**src/design/sfns_pkg.sv**
```systemverilog
// ----------------------------------------------------------------------------
// sfns_pkg: shared types and constants for the focus neighbour selector
// Direction indexes, register indexes, action codes, level codes and the working width of the
// coordinate arithmetic.
// ----------------------------------------------------------------------------
package sfns_pkg;

	localparam int unsigned COORD_W = 16;
	localparam int unsigned SIZE_W  = 15;
	localparam int unsigned GAP_W   = 16;
	localparam int unsigned ID_W    = 16;
	localparam int unsigned CALC_W  = 20;
	localparam int unsigned NUM_DIR = 4;

	typedef logic [2:0]        level_t;
	typedef logic [GAP_W-1:0]  gap_t;
	typedef logic signed [CALC_W-1:0] calc_t;

	typedef enum logic [1:0] {
		ACT_NONE    = 2'd0,
		ACT_REPLACE = 2'd1,
		ACT_TIE     = 2'd2
	} action_t;

	typedef enum logic [1:0] {
		REG_ORIGIN_X = 2'd0,
		REG_ORIGIN_Y = 2'd1,
		REG_ORIGIN_W = 2'd2,
		REG_ORIGIN_H = 2'd3
	} reg_index_t;

	localparam logic [1:0] DIR_TOP    = 2'd0;
	localparam logic [1:0] DIR_RIGHT  = 2'd1;
	localparam logic [1:0] DIR_LEFT   = 2'd2;
	localparam logic [1:0] DIR_BOTTOM = 2'd3;

	localparam level_t LEVEL_SPAN  = 3'd1;
	localparam level_t LEVEL_CONE  = 3'd2;
	localparam level_t LEVEL_HALF  = 3'd3;
	localparam level_t LEVEL_NONE  = 3'd4;
	localparam gap_t   GAP_NONE    = '1;

endpackage

```
**src/design/spatial_focus_neighbor_select.sv**
```systemverilog
// ----------------------------------------------------------------------------
// spatial_focus_neighbor_select: nearest neighbour actions per direction
// Judges a stream of candidate rectangles against a configured origin and
// emits one replace / tie / no-change action per direction for each request.
// ----------------------------------------------------------------------------
// Usage:
//   Write the origin rectangle through cfg_en / cfg_index / cfg_data while no
//   request is in flight. Candidate requests enter on in_valid / in_ready;
//   each gives exactly one result on out_valid / out_ready, in order.
//   Set first on the opening candidate of a scan to clear the per-direction
//   bests; the consumer rebuilds its neighbour lists from the actions.
//   A request passes the input register, then the result register, before
//   out_valid rises. One request per cycle while the receiver takes results;
//   the judgement against the four best registers is combinational between
//   the input register and the result register.
//   A stalled receiver holds the result register; the input register still
//   takes one more request, then in_ready drops until the result is taken.
//   Reset clears the origin to zero, empties both registers and sets every
//   direction best to none found.
// ----------------------------------------------------------------------------
module spatial_focus_neighbor_select
	import sfns_pkg::*;
(
	input  logic                      clk,
	input  logic                      arst_n,
	input  logic                      cfg_en,
	input  logic [1:0]                cfg_index,
	input  logic [COORD_W-1:0]        cfg_data,
	input  logic                      in_valid,
	output logic                      in_ready,
	input  logic                      first,
	input  logic                      is_origin,
	input  logic [ID_W-1:0]           cand_id,
	input  logic signed [COORD_W-1:0] cand_x,
	input  logic signed [COORD_W-1:0] cand_y,
	input  logic [SIZE_W-1:0]         cand_w,
	input  logic [SIZE_W-1:0]         cand_h,
	output logic                      out_valid,
	input  logic                      out_ready,
	output logic [ID_W-1:0]           out_id,
	output logic [1:0]                top_action,
	output logic [1:0]                right_action,
	output logic [1:0]                left_action,
	output logic [1:0]                bottom_action
);

	logic signed [COORD_W-1:0] origin_x_q, origin_y_q;
	logic [SIZE_W-1:0]         origin_w_q, origin_h_q;

	logic                      valid_s1;
	logic                      first_s1, is_origin_s1;
	logic [ID_W-1:0]           id_s1;
	logic signed [COORD_W-1:0] x_s1, y_s1;
	logic [SIZE_W-1:0]         w_s1, h_s1;

	level_t best_level_q [NUM_DIR];
	gap_t   best_gap_q   [NUM_DIR];
	level_t level_nxt    [NUM_DIR];
	gap_t   gap_nxt      [NUM_DIR];
	action_t act         [NUM_DIR];

	logic      out_valid_q;
	logic [ID_W-1:0] out_id_q;
	action_t   act_q [NUM_DIR];

	logic advance;

	calc_t ox, oy, ow, oh, ex, ey, ew, eh;
	calc_t ox_r, oy_b, ex_r, ey_b;
	calc_t dis_t, dis_b, dis_r, dis_l;
	logic  skip;
	logic  in3 [NUM_DIR];
	logic  in2 [NUM_DIR];
	logic  in1 [NUM_DIR];
	gap_t  gap [NUM_DIR];

	assign advance  = valid_s1 && (!out_valid_q || out_ready);
	assign in_ready = !valid_s1 || advance;

	always_ff @(posedge clk or negedge arst_n) begin
		if (!arst_n) begin
			origin_x_q <= '0;
			origin_y_q <= '0;
			origin_w_q <= '0;
			origin_h_q <= '0;
		end else if (cfg_en) begin
			case (cfg_index)
				REG_ORIGIN_X: origin_x_q <= cfg_data;
				REG_ORIGIN_Y: origin_y_q <= cfg_data;
				REG_ORIGIN_W: origin_w_q <= cfg_data[SIZE_W-1:0];
				REG_ORIGIN_H: origin_h_q <= cfg_data[SIZE_W-1:0];
				default: ;
			endcase
		end
	end

	always_ff @(posedge clk or negedge arst_n) begin
		if (!arst_n) begin
			valid_s1 <= 1'b0;
		end else if (in_ready) begin
			valid_s1 <= in_valid;
		end
	end

	always_ff @(posedge clk) begin
		if (in_valid && in_ready) begin
			first_s1     <= first;
			is_origin_s1 <= is_origin;
			id_s1        <= cand_id;
			x_s1         <= cand_x;
			y_s1         <= cand_y;
			w_s1         <= cand_w;
			h_s1         <= cand_h;
		end
	end

	always_comb begin
		ox = {{(CALC_W-COORD_W){origin_x_q[COORD_W-1]}}, origin_x_q};
		oy = {{(CALC_W-COORD_W){origin_y_q[COORD_W-1]}}, origin_y_q};
		ow = {{(CALC_W-SIZE_W){1'b0}}, origin_w_q};
		oh = {{(CALC_W-SIZE_W){1'b0}}, origin_h_q};
		ex = {{(CALC_W-COORD_W){x_s1[COORD_W-1]}}, x_s1};
		ey = {{(CALC_W-COORD_W){y_s1[COORD_W-1]}}, y_s1};
		ew = {{(CALC_W-SIZE_W){1'b0}}, w_s1};
		eh = {{(CALC_W-SIZE_W){1'b0}}, h_s1};

		ox_r = ox + ow;
		oy_b = oy + oh;
		ex_r = ex + ew;
		ey_b = ey + eh;

		skip = is_origin_s1 ||
			((ow != '0) && (ew != '0) && (ox < ex_r) && (ex < ox_r) &&
			 (oh != '0) && (eh != '0) && (oy < ey_b) && (ey < oy_b));

		dis_t = oy - ey;
		dis_b = ey_b - oy;
		dis_r = ex_r - ox;
		dis_l = ox - ex;

		in3[DIR_TOP]    = ey_b <= oy;
		in3[DIR_BOTTOM] = ey >= oy_b;
		in3[DIR_RIGHT]  = ex >= ox_r;
		in3[DIR_LEFT]   = ex_r <= ox;

		in1[DIR_TOP]    = !(ex_r <= ox || ex >= ox_r);
		in1[DIR_BOTTOM] = in1[DIR_TOP];
		in1[DIR_RIGHT]  = !(ey_b <= oy || ey >= oy_b);
		in1[DIR_LEFT]   = in1[DIR_RIGHT];

		in2[DIR_TOP]    = !(ex_r <= ox - dis_t || ex >= ox_r + dis_t);
		in2[DIR_BOTTOM] = !(ex_r <= ox - dis_b || ex >= ox_r + dis_b);
		in2[DIR_RIGHT]  = !(ey_b <= oy - dis_r || ey >= oy_b + dis_r);
		in2[DIR_LEFT]   = !(ey_b <= oy - dis_l || ey >= oy_b + dis_l);

		gap[DIR_TOP]    = gap_t'(oy - ey_b);
		gap[DIR_BOTTOM] = gap_t'(ey - oy_b);
		gap[DIR_RIGHT]  = gap_t'(ex - ox_r);
		gap[DIR_LEFT]   = gap_t'(ox - ex_r);
	end

	always_comb begin
		level_t cur_lvl;
		gap_t   cur_gap;
		level_t lvl;
		for (int d = 0; d < NUM_DIR; d++) begin
			cur_lvl = first_s1 ? LEVEL_NONE : best_level_q[d];
			cur_gap = first_s1 ? GAP_NONE : best_gap_q[d];
			lvl     = in1[d] ? LEVEL_SPAN : (in2[d] ? LEVEL_CONE : LEVEL_HALF);
			act[d]       = ACT_NONE;
			level_nxt[d] = cur_lvl;
			gap_nxt[d]   = cur_gap;
			if (!skip && in3[d]) begin
				if (lvl < cur_lvl) begin
					act[d]       = ACT_REPLACE;
					level_nxt[d] = lvl;
					gap_nxt[d]   = gap[d];
				end else if (lvl == cur_lvl && cur_gap > gap[d]) begin
					act[d]     = ACT_REPLACE;
					gap_nxt[d] = gap[d];
				end else if (lvl == cur_lvl && cur_gap == gap[d]) begin
					act[d] = ACT_TIE;
				end
			end
		end
	end

	always_ff @(posedge clk or negedge arst_n) begin
		if (!arst_n) begin
			for (int d = 0; d < NUM_DIR; d++) begin
				best_level_q[d] <= LEVEL_NONE;
				best_gap_q[d]   <= GAP_NONE;
			end
		end else if (advance) begin
			for (int d = 0; d < NUM_DIR; d++) begin
				best_level_q[d] <= level_nxt[d];
				best_gap_q[d]   <= gap_nxt[d];
			end
		end
	end

	always_ff @(posedge clk or negedge arst_n) begin
		if (!arst_n) begin
			out_valid_q <= 1'b0;
		end else if (advance) begin
			out_valid_q <= 1'b1;
		end else if (out_ready) begin
			out_valid_q <= 1'b0;
		end
	end

	always_ff @(posedge clk) begin
		if (advance) begin
			out_id_q <= id_s1;
			for (int d = 0; d < NUM_DIR; d++) begin
				act_q[d] <= act[d];
			end
		end
	end

	assign out_valid     = out_valid_q;
	assign out_id        = out_id_q;
	assign top_action    = act_q[DIR_TOP];
	assign right_action  = act_q[DIR_RIGHT];
	assign left_action   = act_q[DIR_LEFT];
	assign bottom_action = act_q[DIR_BOTTOM];

`ifndef SYNTHESIS
	a_result_loaded: assert property (@(posedge clk) disable iff (!arst_n)
		advance |=> out_valid_q)
		else $error("result register not loaded after advance");

	a_none_level_full_gap: assert property (@(posedge clk) disable iff (!arst_n)
		best_level_q[DIR_TOP] == LEVEL_NONE |-> best_gap_q[DIR_TOP] == GAP_NONE)
		else $error("top best empty but gap not cleared");

	a_level_nonzero: assert property (@(posedge clk) disable iff (!arst_n)
		best_level_q[DIR_BOTTOM] != 3'd0 && best_level_q[DIR_RIGHT] != 3'd0)
		else $error("best level zero");

	a_tie_keeps_best: assert property (@(posedge clk) disable iff (!arst_n)
		advance && act[DIR_LEFT] == ACT_TIE |=>
			$stable(best_level_q[DIR_LEFT]) && $stable(best_gap_q[DIR_LEFT]))
		else $error("tie altered left best");

	a_skip_no_action: assert property (@(posedge clk) disable iff (!arst_n)
		advance && skip |=> top_action == ACT_NONE && bottom_action == ACT_NONE)
		else $error("skipped candidate produced an action");
`endif

endmodule

```
**config.mk**
```make
export PLATFORM = sky130hd
export DESIGN_NAME = spatial_focus_neighbor_select
export DESIGN_NICKNAME = d
export VERILOG_FILES = /design/src/design/sfns_pkg.sv /design/src/design/spatial_focus_neighbor_select.sv
export SDC_FILE = /design/constraint.sdc
export NUM_CORES = 1
export LEC_CHECK = 0
export BUFFER_PORTS_ARGS = -buffer_cell sky130_fd_sc_hd__buf_2
export CORE_UTILIZATION = 50
export CTS_CLUSTER_SIZE = 30
export DETAILED_ROUTE_END_ITERATION = 10
export PLACE_DENSITY = 0.67
export SYNTH_ARGS = -nofsm -noshare
export SYNTH_HDL_FRONTEND = slang
export SYNTH_SLANG_ARGS = --single-unit
```
**constraint.sdc**
```tcl
create_clock -name clk -period 8.52 [get_ports clk]
set_input_delay 2.556 -clock clk [delete_from_list [all_inputs] [get_ports clk]]
set_output_delay 2.556 -clock clk [all_outputs]
set_load 0.02 [all_outputs]
```
==> metrics.md, run 1 <==
| Metric | Value |
|---|---|
| Status | finished with violations |
| Failing checks | DRC |
| Critical Path Source | origin_x_q[0] |
| Top Ports | between 100 and 150 |
| Synth-to-Final Area Change | 14.26% |
| Multi-input gate area | roughly 21000 um2 |
| Cell Rows | slightly below 90 |
| Number of global-route vias before repair | between 20000 and 25000 |
| 1st-iter DRT viols | 2238 |
| Worst Setup Start Kind | register |
| Final Instance Area | approximately 33000 um2 |
| EDFF count, synth | 104 |
| Crit end category | register |
| Setup ws final | between 300 and 400 ps |
| GR Util All Layers | 30.29% |
| First drt pass iteration count | 9 |
| Layout Nets | approximately 4200 |
| Yosys reg bits | between 200 and 250 |
| H-tree levels | 1 |
| Layout filler cell count | around 5200 |
| Routed len/inst | 21.08 um |
| Worst Hold Class | reg -> reg |
| Crit path DAT | a little under 9000 ps |
| Post-route minimum period | between 8000 and 9000 ps |
| Slew margin rel. | about a fifth |
| FFs w/ async S/R, synth | a little under three fifths |
| Largest net degree at the start of global routing | 87 |
| Layout cells sized above 1 | ~18% |
| Final hold violation count | 0 |
| Most frequent cells in the layout | ha_1, inv_1, a21oi_1 |
| Ant diodes | 0 |
| Placer Congestion | between 0.9 and 1 |
| Die area | ~59000 um2 |
| MaxCap Viol Count | 0 |
| Die height | ~240 um |
| Post-route DRC | 1 |
| Synth cell types | 84 |
| Critical-path top delay cell | a2111oi_0 |
| Fmax | about 120 MHz |
| Placed instance count | approximately 4300 |
| Worst path required time | around 9000 ps |
| First-pass GRT wire length | roughly 140000 um |
| Flop2flop setup slack | around 390 ps |
| DR vias | around 26000 |
| Mapped Area | 29100 um2 |
| Dominant synthesized flop cell | edfxtp_1 |
| FF/Latch Area | roughly 6700 um2 |
| Initial Utilization | approximately half |
| Mapped Avg Cell Area | 8.806 um2 |
| CTS buffer count | 30 |
| Detailed Place HPWL | 75380 um |
| Initial antenna violation count | 1 |
| Die span in x | about 240 um |
| Crit Reg-Reg Startpoint | origin_x_q[0] |
| Critical path class | reg -> reg |
| Placeable Area | around 58000 um2 |
| Post-CTS Hold Buffers | 0 |
| Critical Path Max Stage Delay | approximately 610 ps |
| Final Max Tran Viols | 0 |
| CTS root buf | clkbuf_16 |
| Placement-stage worst setup slack | roughly 90 ps |
| Synthesized instance count | 3305 |
| Leading cell type in the layout, fill and taps excluded | ha_1 |
| Critical Path Sink | best_gap_q[24] |
| Global route total overflow | 0 |
| Clk sink count | 244 |
| Antenna-violating nets left | 0 |
| CP max FO | 16 |
| Syn nets | ~4000 |
| R2R depth | 37 |
| Finished Layout Cells | 4356 |
| Clk buf depth | 3 |
| # port buffers | around 130 |
| Drt via density | 5.893 |
| Cell mode on critical path | ha_1 |
| Actual slew at the worst max-slew pin | ~1200 ps |
| Setup violations, final | 0 |
| Sequential fraction of the synthesis area | approximately 23% |
| DRT Wirelength | about 92000 um |
| RR Endpoint | best_gap_q[24] |
| CTS tree | yes |
| Reg clk slew, reported paths | around 60 ps |
| Clock Latency Late Sink | between 600 and 700 ps |
| Setup TNS | 0 ps |
| Max Clock Skew | ~15 ps |
| Placed cell area | 31660 um2 |
| Synth warn | 0 |
| Fin crit share | 95.46% |
==> sequential cells by signal (all words and copies together), names as in the netlist, 8 cells and up <==
| name | cells |
|---|---|
| act_q | 8 |
| best_gap_q | 64 |
| best_level_q | 12 |
| h_s1 | 15 |
| id_s1 | 16 |
| origin_h_q | 15 |
| origin_w_q | 15 |
| origin_x_q | 16 |
| origin_y_q | 16 |
| out_id | 16 |
| w_s1 | 15 |
| x_s1 | 16 |
| y_s1 | 16 |
==> cells in the mapped netlist, drive strengths merged (15+ instances only) <==
library cell | n | area, um2
ha | 553 | 6919
inv | 297 | 1115
a21oi | 229 | 1146
nor2 | 205 | 769.5
o21ai | 162 | 810.8
xnor2 | 160 | 1401
nand2 | 159 | 596.8
xor2 | 128 | 1121
a21o | 105 | 788.3
edfxtp | 104 | 3123
nor3 | 95 | 480.5
nand3 | 81 | 417.9
or2 | 80 | 500.5
dfrtp | 72 | 1802
dfstp | 68 | 1787
nor2b | 63 | 394.1
nand2b | 61 | 381.6
nand4 | 51 | 325.3
mux2 | 50 | 563.0
o21a | 49 | 367.9
clkbuf | 45 | 168.9
a2bb2oi | 33 | 295.3
and3 | 33 | 206.5
o21bai | 33 | 247.7
or3 | 28 | 175.2
nor4 | 25 | 156.4
o31ai | 24 | 193.9
a211oi | 22 | 165.2
a31oi | 21 | 137.6
a21boi | 20 | 150.1
fa | 20 | 400.4
mux2i | 18 | 180.2
o2111ai | 17 | 148.9
a2111oi | 16 | 152.7
o211ai | 15 | 112.6
o41ai | 15 | 138.9
==> worst max-delay path, delay by kind of cell, from the launching register on <==
| kind | cells | cell delay (ps) |
|---|---|---|
| adders and majority gates | 5 | 1210 |
| DFF | 1 | 410 |
| and+or+nand+nor | 10 | 1700 |
| xor gates and xnor gates | 2 | 540 |
| AOI/OAI and AO/OA | 14 | 3360 |
| buffers and inverters | 6 | 800 |
==> routing by layer <==
| metal | routed length [um] | track usage (%) | vias to the layer above |
|---|---|---|---|
| li1 | - | - | 12583 |
| met1 | 42360 | 43.18 | 12079 |
| met2 | 39640 | 47.00 | 862 |
| met3 | 6632 | 4.296 | 144 |
| met4 | 3197 | 9.452 | 2 |
| met5 | 7 | 0 | - |
==> layout make-up <==
cell class              instances  share of cell area [%]
clock buffers                  39                   2.581
clock inverters                17                  0.7149
inverters                     297                   3.352
multi-input cells            2708                   64.65
flip-flops and latches        244                   20.19
well taps                     765                   2.878
repair buffers                286                   5.636
==> worst min-delay path by stage <==
| stage | startpoint | to | slack [ps] | cells past startpoint |
|---|---|---|---|---|
| 3_5_place_dp | id_s1[3] | out_id[3] | 410 | 0 |
| 2_1_floorplan | id_s1[0] | out_id[0] | 400 | 0 |
| 3_3_place_gp | id_s1[11] | out_id[11] | 400 | 0 |
| 4_1_cts | id_s1[3] | out_id[3] | 420 | 0 |
| 6_report | id_s1[15] | out_id[15] | 420 | 0 |
| 5_1_grt | id_s1[3] | out_id[3] | 420 | 0 |
==> logic make-up after synthesis <==
logic type | count (synthesis) | synth area share, %
DFF | 244 | 23.06
muxes | 68 | 2.554
AOI/OAI and AO/OA | 853 | 19.55
adders and majority gates | 573 | 25.15
and+or+nand+nor | 926 | 16.36
buffers and inverters | 353 | 4.656
xor gates and xnor gates | 288 | 8.667
==> metrics by stage <==
stage | hold WS [ps] | util [%]
6_report | 421.5 | 57.75
2_1_floorplan | 400.3 | -
5_1_grt | 423.2 | 57.75
3_3_place_gp | 401.6 | 54.98
4_1_cts | 420.9 | 56.91
3_5_place_dp | 406.2 | 54.98
==> repair_timing <==
action                     CTS  global route
setup endpoints to repair   15            73
buffers inserted             0             5
pin swaps                    0            16
resized for setup            2            98
Power of run 1 is not shown: default switching activity piles up to over one toggle a cycle in this logic, so the estimate is an artifact.
==> run 2: changes to the inputs <==
- CORE_UTILIZATION: 50 -> 40
- PLACE_DENSITY: 0.67 -> default
==> metrics.md, run 2 (synthesized netlist as in run 1, its figures left out) <==
| Metric | Value |
|---|---|
| Actual slew at the worst max-slew pin | 1266 ps (+76.14 ps) |
| Status | finished clean |
| Most frequent cells in the layout | ha_1, inv_1, a21oi_1 |
| Largest net degree at the start of global routing | 87 (unchanged) |
| Most flops, register | best_gap_q |
| Fmax | 121.3 MHz (-1.4%) |
| Leading cell type in the layout, fill and taps excluded | ha_1 |
| FF/Latch Area | 6713 um2 (unchanged) |
| Detailed Place HPWL | 78880 um (+4.6%) |
| Largest register FFs | 64 (unchanged) |
| Drt via density | 5.582 (-5.3%) |
| Critical-path top delay cell | fa_2 |
| Top Family by Delay on Critical Path | compound AO/OA/AOI/OAI gates |
| 1st-iter DRT viols | 1811 (-19%) |
| First-pass GRT wire length | 142500 um (+3.0%) |
| Placer Congestion | 0.9837 (-1.4%) |
| # port buffers | 128 (unchanged) |
| Antenna-violating nets left | 0 (unchanged) |
| Critical Path Max Stage Delay | 590 ps (-20 ps) |
| Worst Hold Class | reg -> reg |
| Top Ports | 129 (unchanged) |
| Layout cells sized above 1 | 19.36% (+1.8 points) |
| Clock Latency Late Sink | 580 ps (-30 ps) |
| Initial Utilization | 40.57% (-10 points) |
| Placeable Area | 71730 um2 (+25%) |
| DR vias | 25638 (-0.12%) |
| Post-route minimum period | 8247 ps (+113.9 ps) |
| Final Max Tran Viols | 0 (unchanged) |
| Worst Setup Start Kind | register |
| CTS root buf | clkbuf_16 |
| Layout Nets | 4293 (+1.2%) |
| Fin crit share | 96.80% (+1.3 points) |
| Final hold violation count | 0 (unchanged) |
| Worst path required time | 9000 ps (-40 ps) |
| Final Util | 47.46% (-10 points) |
| Slew margin rel. | 15.35% (-5.1 points) |
| H-tree levels | 2 (+1) |
| Setup TNS | 0 ps (unchanged) |
| Final Instance Area | 34050 um2 (+2.4%) |
| Max Clock Skew | 41.17 ps (+25.77 ps) |
| GR peak layer | met2 |
| CTS tree | yes |
| CP max FO | 5 (-11) |
| Crit end category | register |
| Routed len/inst | 21.08 um (about the same) |
| Reg clk slew, reported paths | 60 ps (about the same) |
| GR Util All Layers | 25.33% (-5.0 points) |
| Clk sink count | 244 (unchanged) |
| Cell Rows | 98 (+11%) |
| Met3 Resource Use GR | 3.768% (-0.53 points) |
| Die span in x | 271.7 um (+12%) |
| Die height | 271.7 um (+12%) |
| Clk buf depth | 3 (unchanged) |
| Worst Path Buf+Inv | 6 (unchanged) |
| Synth-to-Final Area Change | 16.99% |
| Die area | 73840 um2 (+25%) |
| Layout filler cell count | 6968 (+34%) |
| Routing usage on met2 | 39.65% (-7.4 points) |
| MaxCap Viol Count | 0 (unchanged) |
| Multi-input gate area | 21670 um2 (+0.80%) |
| Met1 Use GR | 35.19% (-8.0 points) |
| Critical path class | reg -> reg |
| Post-route DRC | 0 (-1) |
| CTS buffer count | 34 (+13%) |
| Initial antenna violation count | 3 (+2) |
| Placed cell area | 32160 um2 (+1.6%) |
| Global route total overflow | 0 (unchanged) |
| First drt pass iteration count | 6 (-3) |
| DRT Wirelength | 96830 um (+5.4%) |
| Post-CTS Hold Buffers | 0 (unchanged) |
| Crit path DAT | 8720 ps (+70 ps) |
| Number of global-route vias before repair | 23468 (-0.013%) |
| Setup violations, final | 0 (unchanged) |
[run 2: worst paths after layout]
| check | startpoint | to | slack, ps | depth (start not counted) |
|---|---|---|---|---|
| min | id_s1[14] | out_id[14] | 420 | 0 |
| min in group asynchronous | arst_n | origin_h_q[9] | 2060 | 1 |
| max in group asynchronous | arst_n | origin_x_q[1] | 4970 | 2 |
| max reg2reg | w_s1[0] | best_gap_q[42] | 270 | 39 |
| max | w_s1[0] | best_gap_q[42] | 270 | 39 |
| min reg2reg | id_s1[14] | out_id[14] | 420 | 0 |
[run 2: layout make-up]
type | instances | share of cell area, %
Antenna cell | 1 | 0.007350
Sequential cell | 244 | 19.72
Clock inverter | 23 | 0.6615
Inverter | 297 | 3.274
Multi-Input combinational cell | 2708 | 63.65
Clock buffer | 38 | 2.606
Tap cell | 950 | 3.491
Timing Repair Buffer | 332 | 6.589
[run 2: per-stage QoR]
stage	hold slack (ps)	setup slack, ps	std cells
after global routing	420.9	-132.3	4592
final	418.3	272.9	4593
after global placement	400.5	7.862	4514
after CTS	420.0	3.344	4575
after detailed placement	405.2	-39.35	4514
after floorplan	400.3	824.7	3305
[run 2: layer usage]
layer | routed length (um) | part of all wire [%] | vias to the layer above
met4 | 3636 | 3.8 | 4
met2 | 42430 | 44 | 742
met1 | 44630 | 46 | 12067
met3 | 6101 | 6.3 | 148
li1 | - | - | 12677
met5 | 24 | 0.025 | -
[run 2: what timing repair did]
item                                    CTS  global route
buffers inserted                          0            15
gates cloned                              0             2
gates resized for setup                   4           146
endpoints found under the setup margin   16            73
pin swaps                                 0            36
endpoints found under the hold margin     0             0
[run 2: worst register-to-register path, delay by kind of cell, from the launching register on]
family / cells / cell delay (ps)
xor+xnor: 1 / 230
simple gates: 11 / 1820
fa+ha+maj: 6 / 1910
buf+inv: 6 / 840
flops: 1 / 360
compound gates: 15 / 3000
Power of run 2 is left out for the same reason.
==> run 3: changes to the inputs <==
- clock period: 8.52 -> 9.6 ns (I/O delays scaled with it)
==> metrics.md, run 3 (synthesized netlist as in run 1, its figures left out) <==
| Metric | Value |
|---|---|
| Detailed Place HPWL | 77420 um (-1.9%) |
| CTS tree | yes |
| Routed len/inst | 21.06 um (about the same) |
| Synth-to-Final Area Change | 10.98% |
| Post-route minimum period | 8930 ps (+682.6 ps) |
| Layout Nets | 4127 (-3.9%) |
| Crit path DAT | 9400 ps (+680 ps) |
| Critical-path top delay cell | edfxtp_1 |
| Cell Rows | 98 (unchanged) |
| Hold path start | id_s1[0] |
| Die span in x | 271.7 um (unchanged) |
| CTS buffer count | 34 (unchanged) |
| # port buffers | 128 (unchanged) |
| Worst Setup Start Kind | register |
| Clock Latency Late Sink | 560 ps (-20 ps) |
| Final Max Tran Viols | 0 (unchanged) |
| Post-CTS Hold Buffers | 0 (unchanged) |
| Placeable Area | 71730 um2 (unchanged) |
| Worst Hold Class | reg -> reg |
| First drt pass iteration count | 5 (-1) |
| Max Clock Skew | 16.62 ps (-24.55 ps) |
| Placer Congestion | 0.9567 (-2.7%) |
| Status | finished clean |
| Layout cells sized above 1 | 12.97% (-6.4 points) |
| Global route total overflow | 0 (unchanged) |
| Most flops, register | best_gap_q |
| RSZ-0062 raised after global routing | no |
| Crit end category | register |
| CP max FO | 16 (+11) |
| Worst Hold Path Cells | 0 (unchanged) |
| Leading cell type in the layout, fill and taps excluded | ha_1 |
| Placed cell area | 30980 um2 (-3.7%) |
| Placed instance count | 4363 (-3.3%) |
| DR WL met2 | 40660 um (-4.2%) |
| Slew margin rel. | 18.74% (+3.4 points) |
| Setup TNS | 0 ps (unchanged) |
| Die area | 73840 um2 (unchanged) |
| Largest register FFs | 64 (unchanged) |
| R2R depth | 40 (+2.6%) |
| Worst path required time | 10070 ps (+1070 ps) |
| Uppermost layer routed | met4 |
| Critical path class | reg -> reg |
| Metal-1 WL | 44440 um (-0.43%) |
| Finished Layout Cells | 4429 (-3.6%) |
| Crit Reg-Reg Startpoint | y_s1[1] |
| Hold endpoint | out_id[0] |
| Actual slew at the worst max-slew pin | 1215 ps (-50.72 ps) |
| Top Ports | 129 (unchanged) |
| Setup violations, final | 0 (unchanged) |
| DRT Wirelength | 93280 um (-3.7%) |
| Clk sink count | 244 (unchanged) |
| DR vias | 24948 (-2.7%) |
| Initial antenna violation count | 1 (-2) |
| Fmax | 112.0 MHz (-7.6%) |
| Critical Path Max Stage Delay | 500 ps (-90 ps) |
| Drt via density | 5.633 (+0.91%) |
| Final hold violation count | 0 (unchanged) |
| H-tree levels | 2 (unchanged) |
| RR Endpoint | best_gap_q[4] |
| MaxCap Viol Count | 0 (unchanged) |
| CTS root buf | clkbuf_16 |
| Die height | 271.7 um (unchanged) |
| Largest net degree at the start of global routing | 87 (unchanged) |
| Number of global-route vias before repair | 22842 (-2.7%) |
| Clk buf depth | 3 (unchanged) |
| Fin crit share | 93.02% (-3.8 points) |
| Most frequent cells in the layout | ha_1, inv_1, a21oi_1 |
| Initial Utilization | 40.57% (unchanged) |
| Flop2flop setup slack | 670 ps (+400 ps) |
| Final Instance Area | 32300 um2 (-5.1%) |
| Antenna-violating nets left | 0 (unchanged) |
| Reg clk slew, reported paths | 60 ps (about the same) |
| Post-route DRC | 0 (unchanged) |
| Met3 routed WL | 5082 um (-17%) |
| GR Util All Layers | 24.92% (-0.41 points) |
| Layout filler cell count | 7097 (+1.9%) |
| First-pass GRT wire length | 140900 um (-1.1%) |
| 1st-iter DRT viols | 1842 (+1.7%) |
run 3: what timing repair did:
item,in CTS,in global routing
resized for setup,0,13
setup endpoints to repair,0,37
buffers inserted,0,2
run 3: routing by layer:
layer	GRT usage (%)	up-vias
met2	39.04	689
met1	35.20	11762
met4	7.806	0
met3	3.406	120
met5	0	-
li1	-	12377
run 3: final cells by class:
| class | instances | area [um2] | area share [%] |
|---|---|---|---|
| flip-flops and latches | 244 | 6711 | 20.78 |
| multi-input cells | 2708 | 21110 | 65.36 |
| inverters | 297 | 1115 | 3.452 |
| clock inverters | 18 | 195.2 | 0.6043 |
| clock buffers | 44 | 1015 | 3.142 |
| repair buffers | 166 | 957.2 | 2.964 |
| diodes | 2 | 5.005 | 0.01550 |
| well taps | 950 | 1189 | 3.680 |
run 3: worst max-delay path by stage:
stage,slack (ps),cells after the start,from,endpoint
2_1_floorplan,1900,39,x_s1[1],best_gap_q[42]
3_3_place_gp,230,37,y_s1[1],best_gap_q[7]
3_5_place_dp,300,37,y_s1[1],best_gap_q[4]
4_1_cts,250,37,y_s1[1],best_gap_q[6]
5_1_grt,10,39,x_s1[1],best_gap_q[45]
6_report,670,40,y_s1[1],best_gap_q[4]
run 3: stage by stage:
stage	worst slack (ps)	hold slack [ps]	util (%)
2_1_floorplan	1905	400.3	-
3_3_place_gp	225.8	401.3	43.18
3_5_place_dp	300.6	407.1	43.18
4_1_cts	245.6	417.6	44.87
5_1_grt	12.96	425.5	45.02
6_report	670.2	417.2	45.03
run 3: worst max-delay path: cells and delay by family, from the launching register on:
family,cells,cell delay [ps]
DFF,1,500
and+or+nand+nor,10,1970
buffers and inverters,6,560
AOI/OAI and AO/OA,16,3140
muxes,1,210
xor gates and xnor gates,2,740
adders and majority gates,5,1700
Power of run 3 is left out for the same reason.
